File: src/rtl/core/sett_pkg.sv
// Package for the scheduled event timer table.
// Holds operation, result and state codes, the table entry layout and the
// command and status bundles shared by the controller and the datapath.
package sett_pkg;

	// Operation carried by an input item.
	typedef enum logic [1:0] {
		OP_SCHEDULE   = 2'd0,
		OP_CANCEL_ONE = 2'd1,
		OP_CANCEL_ALL = 2'd2,
		OP_ADVANCE    = 2'd3
	} op_t;

	// Kind of a result item.
	typedef enum logic [1:0] {
		KIND_ACK   = 2'd0,
		KIND_FIRED = 2'd1,
		KIND_DONE  = 2'd2
	} kind_t;

	// Status of a result item.
	typedef enum logic [1:0] {
		STAT_OK        = 2'd0,
		STAT_FULL      = 2'd1,
		STAT_NOT_FOUND = 2'd2
	} stat_code_t;

	// Controller states.
	typedef enum logic [2:0] {
		S_IDLE,
		S_SCHED,
		S_INIT,
		S_SWEEP,
		S_DRAIN_RD,
		S_DRAIN_OUT,
		S_FINISH
	} state_t;

	// One table entry; the repeat limit is a 17-bit two's complement value.
	typedef struct packed {
		logic [31:0] id;
		logic [31:0] interval;
		logic [31:0] elapsed;
		logic [16:0] limit;
		logic [15:0] done;
		logic        active;
	} entry_t;

	localparam int ENTRY_W = $bits(entry_t);

	// Commands from the controller to the datapath.
	typedef struct packed {
		logic  capture;
		logic  sched;
		logic  sweep_init;
		logic  sweep_run;
		logic  sweep_finish;
		logic  out_load;
		kind_t out_kind;
		logic  out_last;
		logic  drain_next;
	} cmd_t;

	// Status from the datapath to the controller.
	typedef struct packed {
		logic sweep_done;
		logic fire_pending;
		logic out_free;
	} dp_stat_t;

endpackage

File: src/rtl/core/sett_ram.sv
// Generic single-write, single-read RAM with a registered read port.
// No dependencies.
module sett_ram #(
	parameter int WIDTH = 32,
	parameter int DEPTH = 16
) (
	input  logic                                  clk,
	input  logic                                  we,
	input  logic [(DEPTH > 1 ? $clog2(DEPTH) : 1)-1:0] waddr,
	input  logic [WIDTH-1:0]                      wdata,
	input  logic [(DEPTH > 1 ? $clog2(DEPTH) : 1)-1:0] raddr,
	output logic [WIDTH-1:0]                      rdata
);

	logic [WIDTH-1:0] mem [DEPTH];

	// Write port and registered read port.
	always_ff @(posedge clk) begin
		if (we) begin
			mem[waddr] <= wdata;
		end
		rdata <= mem[raddr];
	end

endmodule

File: src/rtl/core/sett_dp.sv
// Datapath of the scheduled event timer table: entry table, fired-id buffer,
// sweep counters, bookkeeping registers and the result register.
// Depends on sett_pkg and sett_ram.
module sett_dp import sett_pkg::*; #(
	parameter int SLOTS = 16
) (
	input  logic                              clk,
	input  logic                              arst_n,
	input  cmd_t                              cmd,
	output dp_stat_t                          stat,
	input  logic [1:0]                        op,
	input  logic [31:0]                       interval_ticks,
	input  logic [16:0]                       repeat_limit,
	input  logic [31:0]                       target_id,
	input  logic [31:0]                       delta_ticks,
	output logic                              out_valid,
	input  logic                              out_ready,
	output logic [1:0]                        kind,
	output logic [31:0]                       event_id,
	output logic [1:0]                        status,
	output logic [$clog2(SLOTS+1)-1:0]        active_count,
	output logic                              last
);

	localparam int IW = (SLOTS > 1) ? $clog2(SLOTS) : 1;
	localparam int CW = $clog2(SLOTS + 1);

	// Captured item.
	op_t         op_q;
	logic [31:0] interval_q;
	logic [16:0] limit_q;
	logic [31:0] target_q;
	logic [31:0] delta_q;

	// Bookkeeping.
	logic [CW-1:0] used_q;
	logic [CW-1:0] act_q;
	logic [31:0]   next_id_q;

	// Sweep state.
	logic [CW-1:0] rd_cnt_q;
	logic [CW-1:0] wr_cnt_q;
	logic [CW-1:0] fire_cnt_q;
	logic [CW-1:0] drain_q;
	logic          v_s1;
	logic [IW-1:0] idx_s1;
	logic          found_q;
	logic          dec_q;
	stat_code_t    res_status_q;

	// Memory ports.
	logic               tbl_we;
	logic [IW-1:0]      tbl_waddr;
	logic [ENTRY_W-1:0] tbl_wdata;
	logic [ENTRY_W-1:0] tbl_rdata;
	logic               fire_we;
	logic [31:0]        fire_rdata;

	// Per-entry processing.
	entry_t      ent;
	entry_t      ent_off;
	entry_t      ent_upd;
	entry_t      ent_new;
	logic [32:0] sum33;
	logic [31:0] sat;
	logic        fire;
	logic [15:0] done_inc;
	logic        counted;
	logic        retire;
	logic        keep;
	logic        match;
	logic        full;
	logic        issue;

	sett_ram #(.WIDTH(ENTRY_W), .DEPTH(SLOTS)) u_tbl (
		.clk   (clk),
		.we    (tbl_we),
		.waddr (tbl_waddr),
		.wdata (tbl_wdata),
		.raddr (rd_cnt_q[IW-1:0]),
		.rdata (tbl_rdata)
	);

	sett_ram #(.WIDTH(32), .DEPTH(SLOTS)) u_fire (
		.clk   (clk),
		.we    (fire_we),
		.waddr (fire_cnt_q[IW-1:0]),
		.wdata (ent.id),
		.raddr (drain_q[IW-1:0]),
		.rdata (fire_rdata)
	);

	// Timer update of the entry read in the previous cycle.
	always_comb begin
		ent      = entry_t'(tbl_rdata);
		sum33    = {1'b0, ent.elapsed} + {1'b0, delta_q};
		sat      = sum33[32] ? 32'hFFFF_FFFF : sum33[31:0];
		fire     = (sat >= ent.interval);
		done_inc = ent.done + 16'd1;
		counted  = fire && !ent.limit[16] && (ent.limit != 17'd0);
		retire   = fire && ((ent.limit == 17'd0) || (counted && done_inc >= ent.limit[15:0]));
		keep     = ent.active && !retire;
		match    = (ent.id == target_q);
		ent_upd         = ent;
		ent_upd.elapsed = fire ? (sat - ent.interval) : sat;
		ent_upd.done    = counted ? done_inc : ent.done;
		ent_off         = ent;
		ent_off.active  = 1'b0;
		ent_new.id       = next_id_q;
		ent_new.interval = interval_q;
		ent_new.elapsed  = 32'd0;
		ent_new.limit    = limit_q;
		ent_new.done     = 16'd0;
		ent_new.active   = 1'b1;
		full  = (used_q == CW'(SLOTS));
		issue = cmd.sweep_run && (rd_cnt_q != used_q);
	end

	// Table write port selection.
	always_comb begin
		tbl_we    = 1'b0;
		tbl_waddr = used_q[IW-1:0];
		tbl_wdata = ent_new;
		fire_we   = 1'b0;
		if (cmd.sched && !full) begin
			tbl_we = 1'b1;
		end else if (cmd.sweep_run && v_s1) begin
			case (op_q)
				OP_CANCEL_ONE: begin
					if (!found_q && match) begin
						tbl_we    = 1'b1;
						tbl_waddr = idx_s1;
						tbl_wdata = ent_off;
					end
				end
				OP_CANCEL_ALL: begin
					tbl_we    = 1'b1;
					tbl_waddr = idx_s1;
					tbl_wdata = ent_off;
				end
				OP_ADVANCE: begin
					tbl_we    = keep;
					tbl_waddr = wr_cnt_q[IW-1:0];
					tbl_wdata = ent_upd;
					fire_we   = ent.active && fire;
				end
				default: begin
				end
			endcase
		end
	end

	// Control registers.
	always_ff @(posedge clk or negedge arst_n) begin
		if (!arst_n) begin
			used_q       <= '0;
			act_q        <= '0;
			next_id_q    <= 32'd1;
			rd_cnt_q     <= '0;
			wr_cnt_q     <= '0;
			fire_cnt_q   <= '0;
			drain_q      <= '0;
			v_s1         <= 1'b0;
			found_q      <= 1'b0;
			dec_q        <= 1'b0;
			res_status_q <= STAT_OK;
			out_valid    <= 1'b0;
		end else begin
			if (cmd.sched && !full) begin
				used_q    <= used_q + CW'(1);
				act_q     <= act_q + CW'(1);
				next_id_q <= next_id_q + 32'd1;
			end
			if (cmd.sweep_init) begin
				rd_cnt_q   <= '0;
				wr_cnt_q   <= '0;
				fire_cnt_q <= '0;
				drain_q    <= '0;
				v_s1       <= 1'b0;
				found_q    <= 1'b0;
				dec_q      <= 1'b0;
			end
			if (cmd.sweep_run) begin
				v_s1 <= issue;
				if (issue) begin
					rd_cnt_q <= rd_cnt_q + CW'(1);
				end
				if (v_s1 && op_q == OP_CANCEL_ONE && !found_q && match) begin
					found_q <= 1'b1;
					dec_q   <= ent.active;
				end
				if (v_s1 && op_q == OP_ADVANCE && keep) begin
					wr_cnt_q <= wr_cnt_q + CW'(1);
				end
				if (fire_we) begin
					fire_cnt_q <= fire_cnt_q + CW'(1);
				end
			end
			if (cmd.sweep_finish) begin
				case (op_q)
					OP_CANCEL_ONE: begin
						act_q        <= act_q - CW'(dec_q);
						res_status_q <= found_q ? STAT_OK : STAT_NOT_FOUND;
					end
					OP_CANCEL_ALL: begin
						act_q        <= '0;
						res_status_q <= STAT_OK;
					end
					OP_ADVANCE: begin
						used_q       <= wr_cnt_q;
						act_q        <= wr_cnt_q;
						res_status_q <= STAT_OK;
					end
					default: res_status_q <= STAT_OK;
				endcase
			end
			if (cmd.drain_next) begin
				drain_q <= drain_q + CW'(1);
			end
			if (cmd.out_load) begin
				out_valid <= 1'b1;
			end else if (out_ready) begin
				out_valid <= 1'b0;
			end
		end
	end

	// Payload registers: captured item, stage index and result fields.
	always_ff @(posedge clk) begin
		if (cmd.capture) begin
			op_q       <= op_t'(op);
			interval_q <= interval_ticks;
			limit_q    <= repeat_limit;
			target_q   <= target_id;
			delta_q    <= delta_ticks;
		end
		if (issue) begin
			idx_s1 <= rd_cnt_q[IW-1:0];
		end
		if (cmd.out_load) begin
			kind <= cmd.out_kind;
			last <= cmd.out_last;
			case (cmd.out_kind)
				KIND_ACK: begin
					event_id     <= full ? 32'd0 : next_id_q;
					status       <= full ? STAT_FULL : STAT_OK;
					active_count <= full ? act_q : act_q + CW'(1);
				end
				KIND_FIRED: begin
					event_id     <= fire_rdata;
					status       <= STAT_OK;
					active_count <= act_q;
				end
				default: begin
					event_id     <= 32'd0;
					status       <= res_status_q;
					active_count <= act_q;
				end
			endcase
		end
	end

	// Status back to the controller.
	assign stat.sweep_done   = (rd_cnt_q == used_q) && !v_s1;
	assign stat.fire_pending = (drain_q != fire_cnt_q);
	assign stat.out_free     = !out_valid || out_ready;

endmodule

File: src/rtl/core/sett_ctrl.sv
// Controller of the scheduled event timer table: sequences schedule,
// table sweeps, fired-id drain and the final result of each item.
// Depends on sett_pkg.
module sett_ctrl import sett_pkg::*; (
	input  logic       clk,
	input  logic       arst_n,
	input  logic       in_valid,
	output logic       in_ready,
	input  logic [1:0] op,
	input  dp_stat_t   stat,
	output cmd_t       cmd
);

	state_t state_q;
	state_t state_d;

	// State register.
	always_ff @(posedge clk or negedge arst_n) begin
		if (!arst_n) begin
			state_q <= S_IDLE;
		end else begin
			state_q <= state_d;
		end
	end

	// Next state and commands.
	always_comb begin
		state_d  = state_q;
		in_ready = 1'b0;
		cmd      = '0;
		cmd.out_kind = KIND_DONE;
		unique case (state_q)
			S_IDLE: begin
				in_ready = 1'b1;
				if (in_valid) begin
					cmd.capture = 1'b1;
					state_d = (op_t'(op) == OP_SCHEDULE) ? S_SCHED : S_INIT;
				end
			end
			S_SCHED: begin
				if (stat.out_free) begin
					cmd.sched    = 1'b1;
					cmd.out_load = 1'b1;
					cmd.out_kind = KIND_ACK;
					cmd.out_last = 1'b1;
					state_d = S_IDLE;
				end
			end
			S_INIT: begin
				cmd.sweep_init = 1'b1;
				state_d = S_SWEEP;
			end
			S_SWEEP: begin
				cmd.sweep_run = 1'b1;
				if (stat.sweep_done) begin
					cmd.sweep_finish = 1'b1;
					state_d = S_DRAIN_RD;
				end
			end
			S_DRAIN_RD: begin
				state_d = stat.fire_pending ? S_DRAIN_OUT : S_FINISH;
			end
			S_DRAIN_OUT: begin
				if (stat.out_free) begin
					cmd.out_load   = 1'b1;
					cmd.out_kind   = KIND_FIRED;
					cmd.drain_next = 1'b1;
					state_d = S_DRAIN_RD;
				end
			end
			S_FINISH: begin
				if (stat.out_free) begin
					cmd.out_load = 1'b1;
					cmd.out_kind = KIND_DONE;
					cmd.out_last = 1'b1;
					state_d = S_IDLE;
				end
			end
			default: state_d = S_IDLE;
		endcase
	end

endmodule

File: src/rtl/core/scheduled_event_timer_table.sv
// Scheduled event timer table: up to SLOTS timer entries in creation order.
// Input channel (in_valid/in_ready) takes one item: op selects schedule,
// cancel one, cancel all or advance time; the other fields are its operands.
// Output channel (out_valid/out_ready) gives the result items of that item:
// one acknowledgement for a schedule, one finished result for a cancel, and
// for an advance one fired result per firing entry in table order followed
// by one finished result. The final result of an item carries last = 1.
// Items are handled one at a time; in_ready is high only between items.
// Sequencing: a schedule is captured in S_IDLE and acknowledged from S_SCHED
// once the result register is free. A cancel or an advance sweeps the occupied
// entries through the table RAM read port, one entry a cycle; its final
// result is loaded from S_FINISH after S_INIT, S_SWEEP and one pass through
// S_DRAIN_RD and S_DRAIN_OUT per fired result.
// A stalled receiver holds the result register and the sequencer waits; the
// next item is still accepted while the final result of the previous one
// waits to be taken. Reset empties the table and sets the next id to one;
// the table RAM needs no clearing since only occupied entries are read.
// Depends on sett_pkg, sett_ctrl, sett_dp and sett_ram.
module scheduled_event_timer_table import sett_pkg::*; #(
	parameter int SLOTS = 16
) (
	input  logic                       clk,
	input  logic                       arst_n,
	input  logic                       in_valid,
	output logic                       in_ready,
	input  logic [1:0]                 op,
	input  logic [31:0]                interval_ticks,
	input  logic signed [16:0]         repeat_limit,
	input  logic [31:0]                target_id,
	input  logic [31:0]                delta_ticks,
	output logic                       out_valid,
	input  logic                       out_ready,
	output logic [1:0]                 kind,
	output logic [31:0]                event_id,
	output logic [1:0]                 status,
	output logic [$clog2(SLOTS+1)-1:0] active_count,
	output logic                       last
);

	cmd_t     cmd;
	dp_stat_t dp_stat;

	sett_ctrl u_ctrl (
		.clk      (clk),
		.arst_n   (arst_n),
		.in_valid (in_valid),
		.in_ready (in_ready),
		.op       (op),
		.stat     (dp_stat),
		.cmd      (cmd)
	);

	sett_dp #(.SLOTS(SLOTS)) u_dp (
		.clk            (clk),
		.arst_n         (arst_n),
		.cmd            (cmd),
		.stat           (dp_stat),
		.op             (op),
		.interval_ticks (interval_ticks),
		.repeat_limit   (repeat_limit),
		.target_id      (target_id),
		.delta_ticks    (delta_ticks),
		.out_valid      (out_valid),
		.out_ready      (out_ready),
		.kind           (kind),
		.event_id       (event_id),
		.status         (status),
		.active_count   (active_count),
		.last           (last)
	);

	// One item at a time: after an item is taken the input stays closed.
	a_one_item: assert property (@(posedge clk) disable iff (!arst_n)
		in_valid && in_ready |=> !in_ready)
		else $error("input accepted while an item is in progress");

	// A schedule acknowledgement is always the only result of its item.
	a_ack_last: assert property (@(posedge clk) disable iff (!arst_n)
		out_valid && kind == KIND_ACK |-> last)
		else $error("acknowledgement not marked last");

	// A fired result is always followed by the finished result.
	a_fired_not_last: assert property (@(posedge clk) disable iff (!arst_n)
		out_valid && kind == KIND_FIRED |-> !last)
		else $error("fired result marked last");

	// The active count never exceeds the table size.
	a_count_range: assert property (@(posedge clk) disable iff (!arst_n)
		out_valid |-> active_count <= ($clog2(SLOTS+1))'(SLOTS))
		else $error("active count out of range");

endmodule
File: config.mk
export PLATFORM = sky130hd
export DESIGN_NAME = scheduled_event_timer_table
export DESIGN_NICKNAME = d
export VERILOG_FILES = /design/src/rtl/core/sett_pkg.sv /design/src/rtl/core/sett_ram.sv /design/src/rtl/core/sett_dp.sv /design/src/rtl/core/sett_ctrl.sv /design/src/rtl/core/scheduled_event_timer_table.sv
export SDC_FILE = /design/constraint.sdc
export NUM_CORES = 2
export LEC_CHECK = 0
export BUFFER_PORTS_ARGS = -buffer_cell sky130_fd_sc_hd__buf_2
export CAP_MARGIN = 5
export CELL_PAD_IN_SITES_DETAIL_PLACEMENT = 1
export CELL_PAD_IN_SITES_GLOBAL_PLACEMENT = 1
export CORE_MARGIN = 10
export CORE_UTILIZATION = 45
export DETAILED_ROUTE_END_ITERATION = 12
export PLACE_DENSITY_LB_ADDON = 0.1
export SLEW_MARGIN = 20
export SYNTH_ARGS = -nofsm -noshare
export SYNTH_HDL_FRONTEND = slang
export SYNTH_SLANG_ARGS = --single-unit
export TNS_END_PERCENT = 5
File: constraint.sdc
create_clock -name clk -period 21.2 [get_ports clk]
set_input_delay 1.06 -clock clk [delete_from_list [all_inputs] [get_ports clk]]
set_output_delay 1.06 -clock clk [all_outputs]
set_load 0.01 [all_outputs]
# Yosys cells after proc, flatten, opt, wreduce, memory -nomap -nowiden
# Memory sizes are Yosys's and may differ from the RTL's. A register that Yosys moved wholly into a read port is not among the register bits.
# Cells that the tools add are included.
dict set report op_classes {
  add_sub_neg 11
  order_cmp 2
  eq_ne 19
  mux 78
  reduce_logical 34
}
# operator n
set ops {}
lappend ops {{130-bit two-way mux} 3}
lappend ops {{130-bit one-hot mux with 3 select lines} 1}
lappend ops {{32-bit two-way mux} 3}
lappend ops {{5-bit two-way mux} 18}
lappend ops {{32-bit one-hot mux with 2 select lines} 1}
lappend ops {{32-bit by 32-bit adder with 33-bit output} 1}
lappend ops {{32-bit by 1-bit adder with 32-bit output (second input constant)} 1}
lappend ops {{32-bit == test} 1}
lappend ops {{32-bit greater-or-equal comparator} 1}
lappend ops {{32-bit subtractor} 1}
lappend ops {{5-bit by 1-bit adder with 5-bit output (second input constant)} 6}
lappend ops {{1-bit two-way mux} 29}
lappend ops {{4-bit two-way mux} 5}
lappend ops {{3-bit one-hot mux with 6 select lines} 1}
lappend ops {{17-bit zero test} 1}
lappend ops {{17-bit nonzero test} 1}
lappend ops {{16-bit by 1-bit adder with 16-bit output (second input constant)} 1}
lappend ops {{16-bit greater-or-equal comparator} 1}
lappend ops {{1-bit logical AND} 16}
lappend ops {{16-bit two-way mux} 1}
lappend ops {{3-bit two-way mux} 5}
lappend ops {{5-bit one-hot mux with 3 select lines} 1}
lappend ops {{4-bit one-hot mux with 3 select lines} 1}
lappend ops {{2-bit two-way mux} 5}
lappend ops {{22 further kinds} 39}
dict set report word_totals {
  register_bits 232
  ramBits 2592
  word_cells 170
  mem_count 2
}
# name words width read_ports rd_clocked_by_memory_dff wr line
set mem_list {}
lappend mem_list {u_dp.u_tbl.mem 16 130 1 1 1 sett_ram.sv:15} ;# logic [WIDTH-1:0] mem [DEPTH];
lappend mem_list {u_dp.u_fire.mem 16 32 1 1 1 sett_ram.sv:15}

# Depth between registers and ports, before layout
dict set report depth {
  word_depth 15
  depth_mapped 23
}

# Modules after synthesis
# From an unflattened synthesis, not the netlist that was laid out.
dict set report hier_totals {
  cells_unflattened 5817
  area_unflattened_um2 115892.4
}
# module n_inst cells_each area_each_um2
set modules_own_cells {}
lappend modules_own_cells {{sett_ram at u_dp.u_tbl} 1 3411 80721.2}
lappend modules_own_cells {{sett_ram at u_dp.u_fire} 1 838 19835.3}
lappend modules_own_cells {sett_dp 1 1524 15000.6}
lappend modules_own_cells {sett_ctrl 1 44 335.3}

# Worst setup path after synthesis
# Ideal clock, no wire load.
dict set report synth_timing {
  path_kind {reg2reg}
  start {register u_dp.delta_q[0]}
  end {memory u_dp.u_tbl.mem[13][0] (netlist bit), enable pin}
  setup_time_ns 0.811
  t_arrival_ns 14.232
  required_time_ns 20.389
  slack_ns 6.157
  stages_incl_launch_ff 23
  n_path_buf 3
  period_less_slack_ns 15.043
  path_cell_list {edfxtp_1 ha_1 fa_1 a21oi_1 o22ai_1 o2111ai_2 a211oi_2 a21bo_2 a41oi_4 clkbuf_1 nand2b_1 ha_1 buf_6 a21o_1 a21o_1 a41o_1 a221oi_2 o21a_2 a21oi_4 a21o_1 a21bo_1 buf_6 a211oi_1}
}
dict set report synth_between {
  elab_chain_len 15
}
# element line
set synth_rtl {}
lappend synth_rtl {{from (decl)} sett_dp.sv:33} ;# logic [31:0] delta_q;
lappend synth_rtl {{from (signal assigned)} sett_dp.sv:235} ;# delta_q <= delta_ticks;
lappend synth_rtl {{32-bit by 32-bit adder with 33-bit output (*)} sett_dp.sv:96} ;# sum33 = {1'b0, ent.elapsed} + {1'b0, delta_q};
lappend synth_rtl {{32-bit two-way mux (*)} sett_dp.sv:97} ;# sat = sum33[32] ? 32'hFFFF_FFFF : sum33[31:0];
lappend synth_rtl {{32-bit greater-or-equal comparator (*)} sett_dp.sv:98} ;# fire = (sat >= ent.interval);
lappend synth_rtl {{1-bit logical AND (2 in series)} sett_dp.sv:100} ;# counted = fire && !ent.limit[16] && (ent.limit != 17'd0);
lappend synth_rtl {{1-bit logical AND} sett_dp.sv:101} ;# retire = fire && ((ent.limit == 17'd0) || (counted && done_inc >= ent.limit[15:0]));
lappend synth_rtl {{1-bit logical OR} sett_dp.sv:101}
lappend synth_rtl {{1-bit logical AND (*)} sett_dp.sv:101}
lappend synth_rtl {{1-bit zero test (*)} sett_dp.sv:102} ;# keep = ent.active && !retire;
lappend synth_rtl {{1-bit logical AND (*)} sett_dp.sv:102}
lappend synth_rtl {{1-bit one-hot mux with 3 select lines (*)} sett_dp.sv:128} ;# case (op_q)
lappend synth_rtl {{1-bit two-way mux (*)} sett_dp.sv:127} ;# end else if (cmd.sweep_run && v_s1) begin
lappend synth_rtl {{1-bit two-way mux (*)} sett_dp.sv:125} ;# if (cmd.sched && !full) begin
lappend synth_rtl {{1-bit two-way mux (*)} sett_ram.sv:19} ;# if (we) begin
lappend synth_rtl {{1-bit two-way mux (not written as such) (*)} sett_ram.sv:20} ;# mem[waddr] <= wdata;
lappend synth_rtl {{to (decl)} sett_ram.sv:15}
# Every way passes the cells marked *; elsewhere a longest branch is shown, timed or not.

# Worst setup path in the final report
dict set report layout_timing {
  start {register u_dp.delta_q[0]}
  end {memory u_dp.u_tbl.mem[11][67] (netlist bit), enable pin}
}
# Same word-level chain as after synthesis.

==> results.py <==
metrics = {
    "drt": {
        "via_count": 55900,
        "wl_mm": 302,
        "drc": 0,
        "first_iter_violations": 5450,
        "dr.pass1.iters": 8,
        "wl_per_cell_um": 32.2,
        "detail-route-antenna-nets": 0,
        "vias_per_cell": 5.96,
    },
    "critical_path": {
        "path_common_cell": "buf_4",
        "worstPathArrival_ns": 9.28,
        "start_kind": "flop",
        "cp_slowest_cell": "buf_4",
        "crit_chain": "ha_1, fa_1, a21oi_1, o22ai_1, o2111ai_2, a211oi_2, a21bo_2, a41oi_4, buf_4, nand2_1, ha_1, nor2b_1, o31a_1, o31ai_2, a21oi_1, o211ai_1, a21oi_4, a21o_1, a21bo_1, a21oi_4, buf_4, buf_4",
        "end_kind": "flop",
        "crit_path_max_incr_delay_ns": 0.92,
        "worstSetupPathType": "reg -> reg",
        "cp.required_ns": 21.74,
        "path_max_fanout": 49,
    },
    "floorplan": {
        "num_rows": 186,
        "io_pins": 163,
        "core_area_mm2": 0.257,
        "start_util": 0.452,
        "dieArea_mm2": 0.279,
        "fp.dieW_um": 528,
        "die_y_um": 528,
    },
    "finish": {
        "syn_to_final_growth_pct": 13.6,
        "fin_util": 0.514,
        "drive_gt1_frac": 0.287,
        "layout_commonest_cell": "edfxtp_1",
        "final_area_mm2": 0.132,
        "fin_nets": 5952,
        "most-common-layout-cells": "2,753 x edfxtp_1, 810 x mux4_2, 332 x clkbuf_16",
    },
    "power": {
        "power_density_mw_per_mm2": 126,
        "leakage_nw": 41.6,
        "p_comb_frac": 0.229,
        "peakVddDrop_mv": 0.0945,
        "p_sw_mw": 4.86,
        "swShare": 0.291,
        "intPower_mw": 11.8,
        "pwr-share-clk": 0.329,
        "seqPwrFrac": 0.442,
    },
    "logic_synthesis": {
        "syn_area_per_cell_um2": 21.6,
        "synth-seq-cells": 2985,
        "synth.cell_area_mm2": 0.116,
        "synth_cells": 5379,
        "synth_edf_count": 2753,
        "synth_nets": 5594,
        "ys.flop_type": "edfxtp_1",
        "ys_async_sr_fraction": 0.0235,
        "seq_area_frac_synth": 0.755,
        "synth_cell_types": 86,
        "yosys_warnings": 0,
    },
    "clock_tree": {
        "htree_num_levels": 5,
        "cts_tree": "done",
        "clockRootBuffer": "clkbuf_16",
        "clk_latency_ns": 0.96,
        "cts_buffers": 329,
        "postCtsSetupBuffers": 0,
        "cts.sinks": 2985,
        "ctsHoldBuffers": 1,
        "cts_resized": 0,
        "clk_pin_slew_ns": 0.06,
        "clk_path_buf_depth": 4,
    },
    "sta": {
        "fmax_mhz": 115,
        "rsz0062_at_grt": "no",
        "fin_crit_ns": 8.73,
        "slew_headroom": 0.254,
        "hold_viol_final": 0,
        "fin_skew_ns": 0.0829,
        "tns_ns": 0,
        "period_share": 0.412,
        "slew_viol_final": 0,
        "setup_violations": 0,
        "worst_slew_pin_slew_ns": 1.12,
    },
    "place": {
        "post_dp_cell_area_mm2": 0.122,
        "globalplace.congestion": 0.820,
        "hpwl_mm": 168,
        "port_buffers": 162,
    },
    "global_routing": {
        "grt_antenna_before_repair": 16,
        "grt_pass1_vias": 59200,
        "grt_pass1_wl_mm": 437,
        "gr-total-overflow": 0,
        "track_usage": 0.214,
        "grt_max_degree": 137,
    },
    "status": {
        "status": "finished, final reports clean",
    },
    "hold_path": {
        "hold_path.class": "in -> reg",
    },
    "flow_run": {
        "drv_cap": 0,
    },
}
[final timing paths]
check,endpoint,slack (ns),startpoint,cells after the start
setup / recovery,u_dp.u_tbl.mem[11][67],12.47,u_dp.delta_q[0],22
hold / removal,u_dp.target_q[15],0.27,target_id[15],1
setup reg to reg,u_dp.u_tbl.mem[11][67],12.47,u_dp.delta_q[0],22
hold reg to reg,u_dp.event_id[3],0.53,u_dp.u_fire.rdata[3],1
max in group asynchronous,u_dp.drain_q[1],19.48,arst_n,3
min in group asynchronous,u_dp.next_id_q[10],0.57,arst_n,2
[flip-flops by register name, summed over array words and instances, names as in the netlist, 2 cells and up]
name	cells
u_dp.status	2
u_dp.wr_cnt_q	5
u_dp.op_q	2
u_dp.next_id_q	32
u_dp.target_q	32
u_dp.active_count	5
u_dp.kind	2
u_dp.event_id	32
u_dp.used_q	5
u_dp.u_tbl.mem	2080
u_dp.drain_q	5
u_dp.rd_cnt_q	5
u_dp.u_fire.rdata	32
u_ctrl.state_q	3
u_dp.interval_q	32
u_dp.idx_s1	4
u_dp.fire_cnt_q	5
u_dp.u_tbl.rdata	130
u_dp.delta_q	32
u_dp.u_fire.mem	512
u_dp.limit_q	17
u_dp.act_q	5
[critical path, delay by kind of cell, from the launching register on]
family | cells | cell delay, ns
AO/OA/AOI/OAI | 14 | 4.37
adder cells (fa/ha/maj) | 3 | 1.03
buffers and inverters | 3 | 2.11
flip-flops | 1 | 0.39
AND/OR/NAND/NOR | 2 | 0.33
[cell families after synthesis]
logic type / after synthesis / synth area share
xor+xnor: 152 / 0.0115
mux: 899 / 0.166
flops: 2985 / 0.755
fa+ha+maj: 96 / 0.0105
compound gates: 412 / 0.0245
simple gates: 504 / 0.0218
buf+inv: 331 / 0.0110
[cell usage after synthesis, types with 53 or more instances]
cell | n | area share
xor2_1 | 89 | 0.0067
inv_1 | 76 | 0.0025
nor2_1 | 109 | 0.0035
mux2_2 | 84 | 0.0081
o21ai_0 | 82 | 0.0035
a21oi_1 | 119 | 0.0051
dfxtp_1 | 162 | 0.028
clkbuf_1 | 180 | 0.0058
dfrtp_1 | 69 | 0.015
edfxtp_1 | 2753 | 0.71
xnor2_1 | 63 | 0.0048
nand2_1 | 136 | 0.0044
ha_1 | 94 | 0.010
buf_1 | 53 | 0.0017
mux4_2 | 810 | 0.16
[metal layers]
metal	share of wire	GRT usage	wire length, um
met5	0.000073	0	22
met4	0.021	0.0471	6230
met3	0.049	0.0288	14800
met2	0.49	0.349	147000
met1	0.44	0.311	134000
[final cells by class]
class,instances,area (um2)
diodes,6,15.0
clock buffers,437,8970
clock inverters,146,1290
fillers,22300,125000
inverters,77,289
multi-input cells,2063,27400
flip-flops and latches,2985,87700
well taps,3384,4230
repair buffers,281,2020
[stage by stage]
step / total power, mW / worst slack (ns) / std cells / hold WS (ns)
final: 16.7 / 12.47 / 9379 / 0.271
after global routing: 17.4 / 11.94 / 9375 / 0.217
after floorplan: 10.0 / 6.16 / 5379 / 0.423
after detailed placement: 11.4 / 12.48 / 8787 / 0.515
after global placement: 11.3 / 12.52 / 8784 / 0.510
after CTS: 16.9 / 12.42 / 9371 / 0.198
[power groups by stage]
stage	clock network, mW	registers, mW	logic, mW
floorplan	0	7.29	2.74
detailed placement	0	7.51	3.84
finish	5.48	7.38	3.82
global route	5.84	7.42	4.14
CTS	5.61	7.39	3.86
global placement	0	7.49	3.82
No activity file was read; power rests on OpenSTA's default activity.
